**src/hw/rtl/dac_pkg.sv**
```systemverilog
package dac_pkg;

    // Assignment stops once this many devices hold a short address.
    localparam int unsigned MAX_DEVICES = 64;

    localparam logic [23:0] SEARCH_TOP  = 24'hFFFFFF;
    localparam logic [23:0] SEARCH_HALF = 24'h800000;
    localparam logic [4:0]  LAST_BIT    = 5'd23;
    localparam logic [4:0]  END_BIT     = 5'd24;

    typedef enum logic [1:0] {
        CMD_START = 2'd0,
        CMD_REPLY = 2'd1,
        CMD_ABORT = 2'd2
    } t_cmd;

    // What a queued job will emit; one-hot coded.
    typedef enum logic [5:0] {
        JK_START     = 6'b000001,
        JK_STEP      = 6'b000010,
        JK_FOUND     = 6'b000100,
        JK_FOUND_END = 6'b001000,
        JK_TERM      = 6'b010000,
        JK_ABORT     = 6'b100000
    } t_job_kind;

    typedef struct packed {
        t_job_kind   kind;
        logic [23:0] addr;     // search address (or found device address)
        logic [7:0]  scope;    // INITIALISE data byte
        logic [7:0]  prog;     // PROGRAM SHORT ADDRESS data byte
        logic [6:0]  cnt_old;  // device count before this job
        logic [6:0]  cnt_new;  // device count after a programming frame
    } t_job;

endpackage

```
**src/hw/rtl/dac_if.sv**
```systemverilog
interface dac_in_if;
    logic       valid;
    logic       ready;
    logic [1:0] command;
    logic [7:0] search_scope;
    logic       reply_yes;

    modport source (output valid, command, search_scope, reply_yes, input ready);
    modport sink (input valid, command, search_scope, reply_yes, output ready);
endinterface

interface dac_out_if;
    logic       valid;
    logic       ready;
    logic       frame_valid;
    logic [7:0] address_byte;
    logic [7:0] data_byte;
    logic       pause_after;
    logic       expects_reply;
    logic       run_done;
    logic       run_aborted;
    logic [6:0] devices_assigned;
    logic       last;

    modport source (
        output valid, frame_valid, address_byte, data_byte, pause_after,
               expects_reply, run_done, run_aborted, devices_assigned, last,
        input  ready
    );
    modport sink (
        input  valid, frame_valid, address_byte, data_byte, pause_after,
               expects_reply, run_done, run_aborted, devices_assigned, last,
        output ready
    );
endinterface

```
**src/hw/rtl/dac_ctrl.sv**
```systemverilog
module dac_ctrl (
    input  logic          i_clk,
    input  logic          i_rst_n,
    input  logic          i_cfg_we,
    input  logic [5:0]    i_cfg_data,
    input  logic          i_accept,
    input  logic [1:0]    i_command,
    input  logic [7:0]    i_scope,
    input  logic          i_reply_yes,
    output dac_pkg::t_job o_job,
    output logic          o_job_present
);

    logic [5:0]  r_first;
    logic        r_running,    n_running;
    logic [23:0] r_base,       n_base;
    logic [23:0] r_step,       n_step;
    logic [4:0]  r_bit,        n_bit;
    logic [6:0]  r_next_short, n_next_short;
    logic [6:0]  r_count,      n_count;

    logic [23:0] found_addr;
    logic [23:0] moved_base;
    logic [6:0]  count_inc;

    assign found_addr = i_reply_yes ? r_base : r_base + 24'd1;
    assign moved_base = i_reply_yes ? r_base - r_step : r_base + r_step;
    assign count_inc  = r_count + 7'd1;

    always_comb begin
        n_running        = r_running;
        n_base           = r_base;
        n_step           = r_step;
        n_bit            = r_bit;
        n_next_short     = r_next_short;
        n_count          = r_count;
        o_job_present    = 1'b0;
        o_job.kind       = dac_pkg::JK_TERM;
        o_job.addr       = r_base;
        o_job.scope      = i_scope;
        o_job.prog       = {r_next_short, 1'b1};
        o_job.cnt_old    = r_count;
        o_job.cnt_new    = count_inc;

        unique case (dac_pkg::t_cmd'(i_command))
            dac_pkg::CMD_START: begin
                n_running     = 1'b1;
                n_count       = 7'd0;
                n_next_short  = {1'b0, r_first};
                n_base        = dac_pkg::SEARCH_TOP;
                n_step        = dac_pkg::SEARCH_HALF;
                n_bit         = 5'd0;
                o_job_present = 1'b1;
                o_job.kind    = dac_pkg::JK_START;
                o_job.addr    = dac_pkg::SEARCH_TOP;
                o_job.cnt_old = 7'd0;
            end
            dac_pkg::CMD_REPLY: begin
                if (r_running) begin
                    o_job_present = 1'b1;
                    if (r_bit >= dac_pkg::END_BIT) begin
                        o_job.addr   = found_addr;
                        n_count      = count_inc;
                        n_next_short = r_next_short + 7'd1;
                        if (count_inc >= 7'(dac_pkg::MAX_DEVICES)) begin
                            n_running  = 1'b0;
                            o_job.kind = dac_pkg::JK_FOUND_END;
                        end else begin
                            n_base     = dac_pkg::SEARCH_TOP;
                            n_step     = dac_pkg::SEARCH_HALF;
                            n_bit      = 5'd0;
                            o_job.kind = dac_pkg::JK_FOUND;
                        end
                    end else if (!i_reply_yes && r_bit == 5'd0) begin
                        n_running  = 1'b0;
                        o_job.kind = dac_pkg::JK_TERM;
                    end else begin
                        n_base     = moved_base;
                        n_step     = (r_bit == dac_pkg::LAST_BIT) ? r_step : r_step >> 1;
                        n_bit      = r_bit + 5'd1;
                        o_job.kind = dac_pkg::JK_STEP;
                        o_job.addr = moved_base;
                    end
                end
            end
            dac_pkg::CMD_ABORT: begin
                if (r_running) begin
                    n_running     = 1'b0;
                    n_count       = 7'd0;
                    o_job_present = 1'b1;
                    o_job.kind    = dac_pkg::JK_ABORT;
                end
            end
            default: begin
            end
        endcase
    end

    always_ff @(posedge i_clk) begin
        if (!i_rst_n) begin
            r_first      <= 6'd0;
            r_running    <= 1'b0;
            r_base       <= dac_pkg::SEARCH_TOP;
            r_step       <= dac_pkg::SEARCH_HALF;
            r_bit        <= 5'd0;
            r_next_short <= 7'd0;
            r_count      <= 7'd0;
        end else begin
            if (i_cfg_we) begin
                r_first <= i_cfg_data;
            end
            if (i_accept) begin
                r_running    <= n_running;
                r_base       <= n_base;
                r_step       <= n_step;
                r_bit        <= n_bit;
                r_next_short <= n_next_short;
                r_count      <= n_count;
            end
        end
    end

endmodule

```
**src/hw/rtl/dac_emit.sv**
```systemverilog
module dac_emit (
    input  logic           i_clk,
    input  logic           i_rst_n,
    input  logic           i_load,
    input  dac_pkg::t_job  i_job,
    output logic           o_take_ok,
    dac_out_if.source      o_out
);

    typedef enum logic [3:0] {
        FR_RESET, FR_RESET_PAUSE, FR_OFF, FR_INIT, FR_RAND, FR_SH, FR_SM, FR_SL,
        FR_CMP, FR_PROG, FR_WDRAW, FR_TERM, FR_ABORT
    } t_frame;

    // Extended command frames put (opcode - 256) << 1 into the 0xA1 pattern.
    localparam logic [7:0] ADDR_BCAST = 8'hFF;
    localparam logic [7:0] DATA_RESET = 8'h20;
    localparam logic [7:0] ADDR_TERM  = 8'hA1;
    localparam logic [7:0] ADDR_INIT  = 8'hA5;
    localparam logic [7:0] ADDR_RAND  = 8'hA7;
    localparam logic [7:0] ADDR_CMP   = 8'hA9;
    localparam logic [7:0] ADDR_WDRAW = 8'hAB;
    localparam logic [7:0] ADDR_SH    = 8'hB1;
    localparam logic [7:0] ADDR_SM    = 8'hB3;
    localparam logic [7:0] ADDR_SL    = 8'hB5;
    localparam logic [7:0] ADDR_PROG  = 8'hB7;

    dac_pkg::t_job r_job;
    logic          r_job_valid;
    logic [3:0]    r_idx;
    logic          r_out_valid;

    t_frame      frame;
    logic [3:0]  last_idx;
    logic        is_last;
    logic        advance;
    logic        found_kind;
    logic [23:0] sel_addr;
    logic        n_frame_valid, n_pause, n_expects, n_done, n_aborted;
    logic [7:0]  n_addr_byte, n_data_byte;
    logic [6:0]  n_count;

    assign advance    = r_job_valid && (!r_out_valid || o_out.ready);
    assign is_last    = (r_idx == last_idx);
    assign o_take_ok  = !r_job_valid || (advance && is_last);
    assign found_kind = (r_job.kind == dac_pkg::JK_FOUND) || (r_job.kind == dac_pkg::JK_FOUND_END);
    // After a found device the search restarts from the top of the range.
    assign sel_addr   = (found_kind && r_idx >= 4'd5) ? dac_pkg::SEARCH_TOP : r_job.addr;

    always_comb begin
        frame    = FR_TERM;
        last_idx = 4'd0;
        unique case (r_job.kind)
            dac_pkg::JK_START: begin
                last_idx = 4'd10;
                unique case (r_idx)
                    4'd0:       frame = FR_RESET;
                    4'd1:       frame = FR_RESET_PAUSE;
                    4'd2:       frame = FR_OFF;
                    4'd3, 4'd4: frame = FR_INIT;
                    4'd5, 4'd6: frame = FR_RAND;
                    4'd7:       frame = FR_SH;
                    4'd8:       frame = FR_SM;
                    4'd9:       frame = FR_SL;
                    default:    frame = FR_CMP;
                endcase
            end
            dac_pkg::JK_STEP: begin
                last_idx = 4'd3;
                unique case (r_idx)
                    4'd0:    frame = FR_SH;
                    4'd1:    frame = FR_SM;
                    4'd2:    frame = FR_SL;
                    default: frame = FR_CMP;
                endcase
            end
            dac_pkg::JK_FOUND, dac_pkg::JK_FOUND_END: begin
                last_idx = (r_job.kind == dac_pkg::JK_FOUND) ? 4'd8 : 4'd5;
                unique case (r_idx)
                    4'd0, 4'd5: frame = (r_job.kind == dac_pkg::JK_FOUND) ? FR_SH : FR_TERM;
                    4'd1, 4'd6: frame = FR_SM;
                    4'd2, 4'd7: frame = FR_SL;
                    4'd3:       frame = FR_PROG;
                    4'd4:       frame = FR_WDRAW;
                    default:    frame = FR_CMP;
                endcase
                if (r_idx == 4'd0) begin
                    frame = FR_SH;
                end
            end
            dac_pkg::JK_TERM:  frame = FR_TERM;
            dac_pkg::JK_ABORT: frame = FR_ABORT;
            default:           frame = FR_TERM;
        endcase
    end

    always_comb begin
        n_frame_valid = 1'b1;
        n_addr_byte   = ADDR_TERM;
        n_data_byte   = 8'd0;
        n_pause       = 1'b0;
        n_expects     = 1'b0;
        n_done        = 1'b0;
        n_aborted     = 1'b0;
        n_count       = (found_kind && r_idx >= 4'd3) ? r_job.cnt_new : r_job.cnt_old;
        unique case (frame)
            FR_RESET: begin
                n_addr_byte = ADDR_BCAST;
                n_data_byte = DATA_RESET;
            end
            FR_RESET_PAUSE: begin
                n_addr_byte = ADDR_BCAST;
                n_data_byte = DATA_RESET;
                n_pause     = 1'b1;
            end
            FR_OFF: n_addr_byte = ADDR_BCAST;
            FR_INIT: begin
                n_addr_byte = ADDR_INIT;
                n_data_byte = r_job.scope;
            end
            FR_RAND: n_addr_byte = ADDR_RAND;
            FR_SH: begin
                n_addr_byte = ADDR_SH;
                n_data_byte = sel_addr[23:16];
            end
            FR_SM: begin
                n_addr_byte = ADDR_SM;
                n_data_byte = sel_addr[15:8];
            end
            FR_SL: begin
                n_addr_byte = ADDR_SL;
                n_data_byte = sel_addr[7:0];
            end
            FR_CMP: begin
                n_addr_byte = ADDR_CMP;
                n_expects   = 1'b1;
            end
            FR_PROG: begin
                n_addr_byte = ADDR_PROG;
                n_data_byte = r_job.prog;
            end
            FR_WDRAW: n_addr_byte = ADDR_WDRAW;
            FR_TERM:  n_done      = 1'b1;
            FR_ABORT: begin
                n_frame_valid = 1'b0;
                n_addr_byte   = 8'd0;
                n_aborted     = 1'b1;
            end
            default: begin
            end
        endcase
    end

    always_ff @(posedge i_clk) begin
        if (!i_rst_n) begin
            r_job_valid <= 1'b0;
            r_idx       <= 4'd0;
            r_out_valid <= 1'b0;
        end else begin
            if (advance) begin
                r_out_valid <= 1'b1;
            end else if (o_out.ready) begin
                r_out_valid <= 1'b0;
            end
            if (i_load) begin
                r_job_valid <= 1'b1;
                r_idx       <= 4'd0;
            end else if (advance) begin
                if (is_last) begin
                    r_job_valid <= 1'b0;
                    r_idx       <= 4'd0;
                end else begin
                    r_idx <= r_idx + 4'd1;
                end
            end
        end
    end

    always_ff @(posedge i_clk) begin
        if (i_load) begin
            r_job <= i_job;
        end
        if (advance) begin
            o_out.frame_valid      <= n_frame_valid;
            o_out.address_byte     <= n_addr_byte;
            o_out.data_byte        <= n_data_byte;
            o_out.pause_after      <= n_pause;
            o_out.expects_reply    <= n_expects;
            o_out.run_done         <= n_done;
            o_out.run_aborted      <= n_aborted;
            o_out.devices_assigned <= n_count;
            o_out.last             <= is_last;
        end
    end

    assign o_out.valid = r_out_valid;

endmodule

```
**src/hw/rtl/dali_address_commissioning_top.sv**
```systemverilog
// Channel   Dir  Handshake        Beat contents
// i_in      in   valid / ready    command, search_scope, reply_yes
// o_out     out  valid / ready    one forward frame or status result, last marks the end
// i_cfg     in   i_cfg_we         first_short_address (6 bits)
//
// An input beat is taken on the valid / ready handshake and its results leave one per cycle
// while o_out is not stalled: one beat for a terminate or an abort, four for a search step,
// nine for a found device (six when it fills the bus) and eleven for a start. i_in.ready is
// high while no job is queued and in the cycle that the queued job's last result enters the
// output register, so the next beat can go in with the last result of the one before.
// Reset is synchronous and active low. A stalled output holds its beat and the sequencer.

module dali_address_commissioning_top (
    input  logic        i_clk,
    input  logic        i_rst_n,
    dac_in_if.sink      i_in,
    dac_out_if.source   o_out,
    input  logic        i_cfg_we,
    input  logic [5:0]  i_cfg_data
);

    // Accepting a beat updates the search state at once; the emitted results are taken
    // from the job snapshot, so the state may run ahead of the frames still queued.
    dac_pkg::t_job job;
    logic          job_present;
    logic          take_ok;
    logic          accept;

    assign i_in.ready = take_ok;
    assign accept     = i_in.valid && take_ok;

    // Command decoding, binary search state and the short address counter.
    dac_ctrl u_ctrl (
        .i_clk         (i_clk),
        .i_rst_n       (i_rst_n),
        .i_cfg_we      (i_cfg_we),
        .i_cfg_data    (i_cfg_data),
        .i_accept      (accept),
        .i_command     (i_in.command),
        .i_scope       (i_in.search_scope),
        .i_reply_yes   (i_in.reply_yes),
        .o_job         (job),
        .o_job_present (job_present)
    );

    // Frame sequencer and output register. Items that cause no result are never queued.
    dac_emit u_emit (
        .i_clk     (i_clk),
        .i_rst_n   (i_rst_n),
        .i_load    (accept && job_present),
        .i_job     (job),
        .o_take_ok (take_ok),
        .o_out     (o_out)
    );

endmodule

```
**src/flat_wrapper.sv**
```systemverilog
// flat-port wrapper written by rule: the top's interface ports become plain ports
module dali_address_commissioning_top_flat 
  (i_clk, i_rst_n, i_cfg_we, i_cfg_data, i_in_valid, i_in_command, i_in_search_scope, i_in_reply_yes, i_in_ready, o_out_valid, o_out_frame_valid, o_out_address_byte, o_out_data_byte, o_out_pause_after, o_out_expects_reply, o_out_run_done, o_out_run_aborted, o_out_devices_assigned, o_out_last, o_out_ready);
  dac_in_if i_in_i ();
  dac_out_if o_out_i ();
  input  logic i_clk;
  input  logic i_rst_n;
  input  logic i_cfg_we;
  input  logic [5:0] i_cfg_data;
  input wire logic [$bits(i_in_i.valid)-1:0] i_in_valid;
  input wire logic [$bits(i_in_i.command)-1:0] i_in_command;
  input wire logic [$bits(i_in_i.search_scope)-1:0] i_in_search_scope;
  input wire logic [$bits(i_in_i.reply_yes)-1:0] i_in_reply_yes;
  output wire logic [$bits(i_in_i.ready)-1:0] i_in_ready;
  output wire logic [$bits(o_out_i.valid)-1:0] o_out_valid;
  output wire logic [$bits(o_out_i.frame_valid)-1:0] o_out_frame_valid;
  output wire logic [$bits(o_out_i.address_byte)-1:0] o_out_address_byte;
  output wire logic [$bits(o_out_i.data_byte)-1:0] o_out_data_byte;
  output wire logic [$bits(o_out_i.pause_after)-1:0] o_out_pause_after;
  output wire logic [$bits(o_out_i.expects_reply)-1:0] o_out_expects_reply;
  output wire logic [$bits(o_out_i.run_done)-1:0] o_out_run_done;
  output wire logic [$bits(o_out_i.run_aborted)-1:0] o_out_run_aborted;
  output wire logic [$bits(o_out_i.devices_assigned)-1:0] o_out_devices_assigned;
  output wire logic [$bits(o_out_i.last)-1:0] o_out_last;
  input wire logic [$bits(o_out_i.ready)-1:0] o_out_ready;
  assign i_in_i.valid = i_in_valid;
  assign i_in_i.command = i_in_command;
  assign i_in_i.search_scope = i_in_search_scope;
  assign i_in_i.reply_yes = i_in_reply_yes;
  assign i_in_ready = i_in_i.ready;
  assign o_out_valid = o_out_i.valid;
  assign o_out_frame_valid = o_out_i.frame_valid;
  assign o_out_address_byte = o_out_i.address_byte;
  assign o_out_data_byte = o_out_i.data_byte;
  assign o_out_pause_after = o_out_i.pause_after;
  assign o_out_expects_reply = o_out_i.expects_reply;
  assign o_out_run_done = o_out_i.run_done;
  assign o_out_run_aborted = o_out_i.run_aborted;
  assign o_out_devices_assigned = o_out_i.devices_assigned;
  assign o_out_last = o_out_i.last;
  assign o_out_i.ready = o_out_ready;
  dali_address_commissioning_top u_core (.i_clk(i_clk), .i_rst_n(i_rst_n), .i_in(i_in_i), .o_out(o_out_i), .i_cfg_we(i_cfg_we), .i_cfg_data(i_cfg_data));
endmodule
```
**config.mk**
```make
export PLATFORM = sky130hd
export DESIGN_NAME = dali_address_commissioning_top_flat
export DESIGN_NICKNAME = d
export VERILOG_FILES = /design/src/hw/rtl/dac_pkg.sv /design/src/hw/rtl/dac_if.sv /design/src/hw/rtl/dac_ctrl.sv /design/src/hw/rtl/dac_emit.sv /design/src/hw/rtl/dali_address_commissioning_top.sv /design/src/flat_wrapper.sv
export SDC_FILE = /design/constraint.sdc
export NUM_CORES = 1
export LEC_CHECK = 0
export BUFFER_PORTS_ARGS = -buffer_cell sky130_fd_sc_hd__buf_2
export CORE_MARGIN = 5
export CORE_UTILIZATION = 25
export DETAILED_ROUTE_END_ITERATION = 10
export PLACE_DENSITY = 0.48
export SETUP_SLACK_MARGIN = 0.3
export SLEW_MARGIN = 20
export SYNTH_ARGS = -nofsm -noshare
export SYNTH_HDL_FRONTEND = slang
export SYNTH_HIERARCHICAL = 1
export SYNTH_SLANG_ARGS = --single-unit
```
**constraint.sdc**
```tcl
create_clock -name i_clk -period 7.3 [get_ports i_clk]
set_input_delay 0.73 -clock i_clk [delete_from_list [all_inputs] [get_ports i_clk]]
set_output_delay 0.73 -clock i_clk [all_outputs]
set_load 0.1 [all_outputs]
```
== Word level (Yosys, flattened, before mapping) ==
Memory sizes are Yosys's and may differ from the RTL's. A register that Yosys moved wholly into a read port is not among the register bits.
Index checks and enable logic that the tools add are counted.
Word-level totals
  flip-flop bits (word level): 168
  ROM bits: 64
  bits of input ports: 22
  output and inout bits: 31
  memories kept: 1
Memories
  (no name shown): words 16, width 4, rd ports 1, clocked after Yosys merged registers in 1, write ports 0, RTL line dac_emit.sv:56  | unique case (r_idx)
Cells by class
  add/sub/neg operators: 7
  $lt $le $gt $ge: 4
  eq/ne operators: 34
  muxes and demuxes: 63
  bitwise logic cells: 1
  reduce and logical (&&, ||, !) cells: 37
Operator list (number)
  $mux 24: 12
  $pmux 24 s2: 3
  $pmux 8 s10: 1
  $mux 30: 2
  $pmux 8 s6: 1
  $mux 7: 6
  $eq 4x3->1 const B: 8
  $mux 4: 7
  $mux 5: 5
  $add 24x1->24 const B: 1
  $add 24x24->24: 1
  $pmux 4 s3: 2
  $sub 24x24->24: 1
  $pmux 7 s3: 1
  $eq 4x4->1 const B: 5
  $pmux 4 s5: 1
  $pmux 6 s3: 1
  $eq 4x2->1 const B: 4
  $pmux 4 s4: 1
  $mux 1: 15
  $add 7x1->7 const B: 2
  $pmux 7 s2: 1
  $reduce_or 2->1: 7
  $pmux 5 s2: 1
  other kinds (35): 57

== Depth between registers and ports, before layout ==
Gate-level depths: netlist of run 1.
  depth in word-level cells: 10
  depth in mapped cells: 18

== Hierarchy ==
The synthesis of run 1 kept the hierarchy.
By module, submodules not included
  dac_ctrl: times used 1, cells an instance 881, area each 6327.3 um2
  dac_emit: times used 1, cells an instance 340, area each 4377.9 um2
  dali_address_commissioning_top: times used 1, cells an instance 2, area each 12.5 um2

== Worst setup path after synthesis of run 1 ==
No wires, ideal clock.
  kind: register to register
  from: register u_core.u_emit.r_out_valid, in the netlist u_core/u_emit/o_out.valid
  to: register with a tool-made name
  library setup time: 0.070 ns
  arrival: 5.769 ns
  data required time: 7.230 ns
  path slack: 1.461 ns
  stages on the path, launching flop included: 14
  path through: dfxtp_1 nand2b_1 and2_1 clkbuf_1 o211ai_1 nand2_1 and3_1 nand3b_1 clkbuf_1 or2_2 ha_1 mux2i_1 nand2_1 a21oi_1
RTL lines
  from (decl): RTL line dac_emit.sv:31  | logic r_out_valid;
  from (signal assigned): RTL line dac_emit.sv:158  | r_out_valid <= 1'b0;
  from (signal assigned): RTL line dac_emit.sv:161  | r_out_valid <= 1'b1;
  from (signal assigned): RTL line dac_emit.sv:163  | r_out_valid <= 1'b0;

== Worst setup path in the final report of run 1 ==
  from: register u_core/u_emit/r_job[56] (netlist bit)
  to: register u_core.u_ctrl.r_step[18]
Between the ends
  word-level cells in the longest chain between the ends: 8
  elaborated cells on any way between the ends: 12
  classes of those cells: eq/ne: 5; mux: 2; reduce/logical: 5
Ends and longest elaborated chain
  from (decl): RTL line dac_emit.sv:28  | dac_pkg::t_job r_job;
  from (signal assigned): RTL line dac_emit.sv:181  | r_job <= i_job;
  $eq 6x3->1 / $eq 6x4->1 (equally long branches): RTL line dac_emit.sv:53, dac_emit.sv:78
  $mux 4 / $reduce_or 2->1 (equally long branches): RTL line dac_emit.sv:78, dac_emit.sv:53
  $pmux 4 s3 (*): RTL line dac_emit.sv:53  | unique case (r_job.kind)
  $eq 4x4->1 (*): RTL line dac_emit.sv:44  | assign is_last = (r_idx == last_idx);
  $logic_and 1x1->1 (*): RTL line dac_emit.sv:45  | assign o_take_ok = !r_job_valid || (advance && is_last);
  $logic_or 1x1->1 (*): RTL line dac_emit.sv:45
  $logic_and 1x1->1 (*): RTL line dali_address_commissioning_top.sv:30  | assign accept = i_in.valid && take_ok;
  net u_core.accept: RTL line dali_address_commissioning_top.sv:27  | logic accept;
  $reduce_and 6->1 (no source line) (*)
  to (signal assigned): RTL line dac_ctrl.sv:104  | r_step <= dac_pkg::SEARCH_HALF;
  to (signal assigned): RTL line dac_ctrl.sv:115  | r_step <= n_step;
  to (decl): RTL line dac_ctrl.sv:17  | logic [23:0] r_step, n_step;
The timed path passes the listed nets; every way through them passes the cells marked *.
A chain may end at the register's enable or synchronous reset.

==> flow_metrics.tcl, run 1 <==
set metrics [dict create \
    clockRootBuffer "clkbuf_16" \
    cts_tree "yes" \
    fin_setup_tns_ns 0 \
    drive_above_1_share 0.115 \
    yosysTopAreaCell "edfxtp_1" \
    setup_viol 0 \
    dr.pass1.iters 5 \
    grt-ovfl-total 0 \
    min_period_ns 4.40 \
    cp-start-kind "register" \
    critPathKind "register to register" \
    grt_pass1_wl_um 47300 \
    initialDrtViolationCount 678 \
    cellInternalPower_mw 1.53 \
    post_cts_buffers 0 \
    status "completed" \
    dp_hpwl_um 21800 \
    hold_depth 1 \
    synthTopCellsByArea "edfxtp_1, dfxtp_1, ha_1" \
    die_area_um2 47100 \
    yosysWarnings 6 \
    cts_buffers 17 \
    netSwitchingPower_mw 0.587 \
    gp_congestion 0.814 \
    vias_per_cell 5.02 \
    crit_chain "nor4_2 > nand2_1 > xnor2_1 > o31ai_1 > o211ai_1 > nand2_1 > and2_1 > o21ai_1 > a21oi_1 > buf_4 > and2_1 > nand2_1 > buf_4 > o21ai_2 > a21oi_1" \
    crit_buf_inv 2 \
    r2r_setup_slack_ns 2.90 \
    yosysTopAreaCellShare 0.244 \
    hold_violations 0 \
    min_from "i_in_search_scope[7]" \
    antenna_found_initial 0 \
    post_cts_resized 0 \
    cap_violations 0 \
    relSlewSlack 0.354 \
    reg2reg_to "u_core/u_ctrl/r_step[18]" \
    multi_input_area_um2 5880 \
    period_share 0.602 \
    peakVddDrop_uv 158 \
    antenna_cells 0 \
    grt_max_degree 62 \
    fin_skew_ns 0.0166 \
    tightest_slew_ns 0.967 \
    clock_latency_ns 0.45 \
    core_um2 42100 \
    min_to "u_core/u_emit/r_job[29]" \
    die_y_um 217 \
    drv_slew 0 \
    synth-async-reset-ratio 0 \
    vias 8946 \
    start_util 0.254 \
    max_freq_ghz 0.227 \
    arrival_ns 4.70 \
    synth_edf_count 87 \
    pwr-share-seq 0.492 \
    fin_ws_ns 2.90 \
    syn-mean-instance-area_um2 8.76 \
    rows 75 \
    crit_required_ns 7.60 \
    areaGrowthSynthToFinish_pct 11.0 \
    reg2reg_from "u_core/u_emit/r_job[56]" \
    synthDistinctLibCells 94 \
    syn-num-nets 1287 \
    hp-class "primary input to register" \
    leakage_nw 4.03 \
    cts_max_level 4 \
    seq_area_um2 4290 \
    nets 1294 \
    final_cell_mix "nand2_1, nor2_1, a21oi_1, edfxtp_1, dfxtp_1" \
    hold_buffers 0 \
    cp_common_cell "nand2_1" \
    swShare 0.278 \
    drt_wl_total_um 29600 \
    drc_errors 0 \
    pin_count 53 \
    final_common_cell "nand2_1" \
    cts.reportedPaths.clkPinSlew_ns 0.07 \
    synth_seq_cells 171 \
    ant_nets 0 \
    cts_sinks 171 \
    critPathCaptureType "register" \
    combPwrFrac 0.091 \
    critPathMaxFanout 25 \
    pre_cts_ws_ns 2.41 \
    cts_buffer_depth 2 \
    die_w_um 217 \
    wire_per_inst_um 16.6 \
    synth_area_um2 10700 \
    grt_pass1_vias 8389 \
    nFillCells 4430 \
    path_delay_family "simple AND/OR/NAND/NOR gates" \
    port-buffer-count 52 \
    cp_slowest_stage_delay_ns 0.52 \
    ys_seq_area_frac 0.401 \
    ys.flop_type "edfxtp_1" \
    rsz0062_at_grt "no" \
    grtUsageTotal 0.124 \
    cp_slowest_cell "o21ai_2" \
    r2r_cells 15 \
    syn_inst 1223 \
    power_frac_clock 0.417 \
    p_per_area_nw_per_um2 178 \
]
cells in the mapped netlist (7+ instances only):
master and count:
a211o_1 8, a211oi_1 9, a21boi_0 9, a21o_1 14, a21oi_1 99, a31oi_1 21
and2_1 22, and3_1 17, buf_2 10, buf_4 11, clkbuf_1 45, dfxtp_1 84
edfxtp_1 87, ha_1 41, inv_1 37, mux2_2 12, mux2i_1 13, nand2_1 134
nand2b_1 13, nand3_1 55, nand4_1 9, nor2_1 115, nor2b_1 25, nor3_1 32
nor3b_1 11, nor4_1 9, o211ai_1 10, o21a_1 10, o21ai_0 62, o21ai_1 10
o22ai_1 10, or3_1 7, xnor2_1 40, xor2_1 12
area by class of cell:
| type | count | share of cell area |
|---|---|---|
| multi-input combinational | 938 | 0.494 |
| sequential | 171 | 0.361 |
| tap | 539 | 0.0567 |
| clock buffer | 19 | 0.0364 |
| timing repair buffer | 64 | 0.0294 |
| inverter | 38 | 0.0120 |
| clock inverter | 13 | 0.0106 |
worst max-delay path by stage:
stage | start | to | slack (ns) | depth (start not counted)
2_1_floorplan | u_core/u_emit/o_out.valid | register | 1.46 | 13
3_3_place_gp | i_in_command[1] | u_core/u_ctrl/r_step[9] | 2.58 | 12
3_5_place_dp | i_in_command[1] | u_core/u_ctrl/r_step[14] | 2.41 | 12
4_1_cts | u_core/u_emit/r_job[57] | u_core/u_ctrl/r_step[14] | 2.53 | 15
5_1_grt | u_core/u_emit/r_job[56] | u_core/u_ctrl/r_step[22] | 2.43 | 15
6_report | u_core/u_emit/r_job[56] | u_core/u_ctrl/r_step[18] | 2.90 | 15
per-stage QoR:
step / hold slack (ns) / power [mW] / std cells / instance area (um2) / util
after detailed placement: 0.455 / 1.26 / 1750 / 11300 / 0.269
after global routing: 0.442 / 2.20 / 1782 / 11900 / 0.282
after CTS: 0.436 / 2.15 / 1782 / 11900 / 0.282
final: 0.460 / 2.12 / 1782 / 11900 / 0.282
after floorplan: 0.428 / 1.21 / 1223 / 10700 / -
after global placement: 0.455 / 1.25 / 1750 / 11300 / 0.269
sequential cells by signal, indices dropped and copies added, names as in the netlist, 4 cells and up, named ones only:
name                                  count
u_core/u_emit/r_job                      60
u_core/u_ctrl/r_next_short                7
u_core/u_ctrl/r_first                     6
u_core/u_ctrl/r_count                     7
u_core/u_emit/o_out.devices_assigned      7
u_core/u_ctrl/r_base                     24
u_core/u_emit/r_idx                       4
u_core/u_emit/o_out.address_byte          6
u_core/u_ctrl/r_step                     24
u_core/u_ctrl/r_bit                       5
u_core/u_emit/o_out.data_byte             8
power groups by stage:
stage	sequential [mW]	clock, mW	combinational (mW)
floorplan	1.10	0	0.110
global placement	1.06	0	0.192
detailed placement	1.06	0	0.194
CTS	1.04	0.919	0.194
global route	1.04	0.951	0.210
finish	1.04	0.882	0.193
metal layers:
metal	routed length, um	share of wire	vias to the layer above	track usage
met5	0	0	-	0
met4	451	0.015	0	0.0339
met3	1290	0.044	23	0.0217
met2	13700	0.46	202	0.200
met1	14100	0.48	4260	0.173
li1	-	-	4461	-
kinds of logic (layout without fill, tap and decap cells):
family          Yosys count  in the layout  synth area share
flops                   171            171             0.401
other cells               1              1          0.000350
mux                      26             26            0.0261
xor+xnor                 53             53            0.0440
simple gates            479            479             0.223
compound gates          337            337             0.204
buf+inv                 114            134            0.0514
fa+ha+maj                42             42            0.0497
Note: power is estimated with default switching activity, not from simulation.
==> run 2, diff against run 1 <==
==> constraint.sdc (replaced) <==
create_clock -name i_clk -period 4.5 [get_ports i_clk]
set_input_delay 0.45 -clock i_clk [delete_from_list [all_inputs] [get_ports i_clk]]
set_output_delay 0.45 -clock i_clk [all_outputs]
set_load 0.1 [all_outputs]
==> flow_metrics.tcl, run 2 (same netlist as run 1, synthesis figures left out) <==
set metrics [dict create \
    status "completed" \
    swShare 0.274 \
    cellInternalPower_mw 2.60 \
    cp_slowest_cell "or4_4" \
    nets 1305 \
    multi_input_area_um2 5920 \
    netSwitchingPower_mw 0.982 \
    period_share 0.882 \
    cp-start-kind "register" \
    fin_skew_ns 0.0140 \
    grt_max_degree 62 \
    rsz0062_at_grt "no" \
    reg_top3 "u_core/u_emit/r_job x60, u_core/u_ctrl/r_base x24, u_core/u_ctrl/r_step x24" \
    grt_pass1_wl_um 47100 \
    start_util 0.254 \
    die_area_um2 47100 \
    cp_slowest_stage_delay_ns 0.60 \
    port-buffer-count 52 \
    cts_max_level 4 \
    antenna_found_initial 0 \
    drv_slew 0 \
    peakVddDrop_uv 256 \
    top_register "u_core/u_emit/r_job" \
    ant_nets 0 \
    drive_above_1_share 0.128 \
    cp_common_cell "a21o_1" \
    largest_register_ffs 60 \
    drc_errors 0 \
    wire_per_inst_um 16.5 \
    max_freq_ghz 0.252 \
    hp-class "primary input to register" \
    hold_violations 0 \
    cts.reportedPaths.clkPinSlew_ns 0.08 \
    relSlewSlack 0.357 \
    pwr-share-seq 0.471 \
    die_y_um 217 \
    path_delay_family "compound AO/OA/AOI/OAI gates" \
    setup_viol 0 \
    dp_hpwl_um 21700 \
    grt_pass1_vias 8400 \
    clockRootBuffer "clkbuf_16" \
    combPwrFrac 0.089 \
    seq_area_um2 4300 \
    pin_count 53 \
    clock_latency_ns 0.44 \
    arrival_ns 4.22 \
    cts_buffers 17 \
    initialDrtViolationCount 637 \
    cap_violations 0 \
    nFillCells 4393 \
    tightest_slew_ns 0.962 \
    die_w_um 217 \
    dr.pass1.iters 5 \
    areaGrowthSynthToFinish_pct 12.8 \
    antenna_cells 0 \
    final_common_cell "nand2_1" \
    cts_sinks 171 \
    cts_tree "yes" \
    vias 8896 \
    cts_buffer_depth 2 \
    rows 75 \
    fin_setup_tns_ns 0 \
    power_frac_clock 0.441 \
    critPathCaptureType "register" \
    min_period_ns 3.97 \
    crit_required_ns 4.75 \
    power.total_mw 3.59 \
    vias_per_cell 4.96 \
    core_um2 42100 \
    p_per_area_nw_per_um2 297 \
    leakage_nw 4.14 \
    grtUsageTotal 0.124 \
    final_cell_mix "nand2_1, nor2_1, a21oi_1, edfxtp_1, dfxtp_1" \
    final_core_util 0.287 \
    critPathKind "register to register" \
    crit_chain "or4_4 > nor4_4 > nor4b_4 > a21oi_1 > xnor2_1 > ha_1 > a21o_1 > a21o_1 > a211o_1 > a211oi_2 > o31ai_1 > xnor2_2 > o21a_1 > o311ai_1" \
    drt_wl_total_um 29700 \
    crit_buf_inv 0 \
    critPathMaxFanout 7 \
    gp_congestion 0.836 \
    grt-ovfl-total 0 \
]
[run 2: path summary, 6_finish.rpt]
check,to,slack [ns],cells after the start,startpoint
worst min register to register,u_core/u_emit/r_job[21],0.48,0,u_core/u_ctrl/r_next_short[6]
worst max-delay path,u_core/u_emit/r_job[53],0.53,14,u_core/u_ctrl/r_step[11]
worst max register to register,u_core/u_emit/r_job[53],0.53,14,u_core/u_ctrl/r_step[11]
worst min-delay path,u_core/u_emit/r_job[25],0.18,1,i_in_search_scope[3]
[run 2: repair_timing]
| item | CTS | global route |
|---|---|---|
| hold buffers | 0 | 0 |
| setup endpoints to repair | 0 | 18 |
| resized for setup | 0 | 6 |
| setup buffers | 0 | 1 |
[run 2: through the flow]
| stage | instances | setup WS (ns) | hold slack, ns | cell area (um2) |
|---|---|---|---|---|
| CTS | 1792 | 0.418 | 0.158 | 12000 |
| global placement | 1760 | 0.557 | 0.461 | 11400 |
| finish | 1793 | 0.532 | 0.177 | 12100 |
| floorplan | 1223 | 0.529 | 0.428 | 10700 |
| global route | 1793 | 0.298 | 0.162 | 12100 |
| detailed placement | 1760 | 0.440 | 0.467 | 11400 |
[run 2: per-layer routing]
metal	track usage	wire, um	vias to the layer above
met4	0.0377	608	0
met2	0.201	13500	207
li1	-	-	4491
met1	0.172	14400	4168
met3	0.0192	1190	30
met5	0	0	-
[run 2: area by class of cell]
class	instances	area share
clock buffer	18	0.0355
clock inverter	14	0.0161
inverter	38	0.0118
multi-input combinational	938	0.490
sequential	171	0.355
tap	539	0.0558
timing repair buffer	75	0.0358
[run 2: power groups by stage]
stage / clock network [mW] / registers [mW] / logic [mW]
finish: 1.58 / 1.69 / 0.319
global route: 1.68 / 1.69 / 0.347
CTS: 1.62 / 1.69 / 0.321
detailed placement: 0 / 1.72 / 0.319
global placement: 0 / 1.72 / 0.319
floorplan: 0 / 1.78 / 0.179
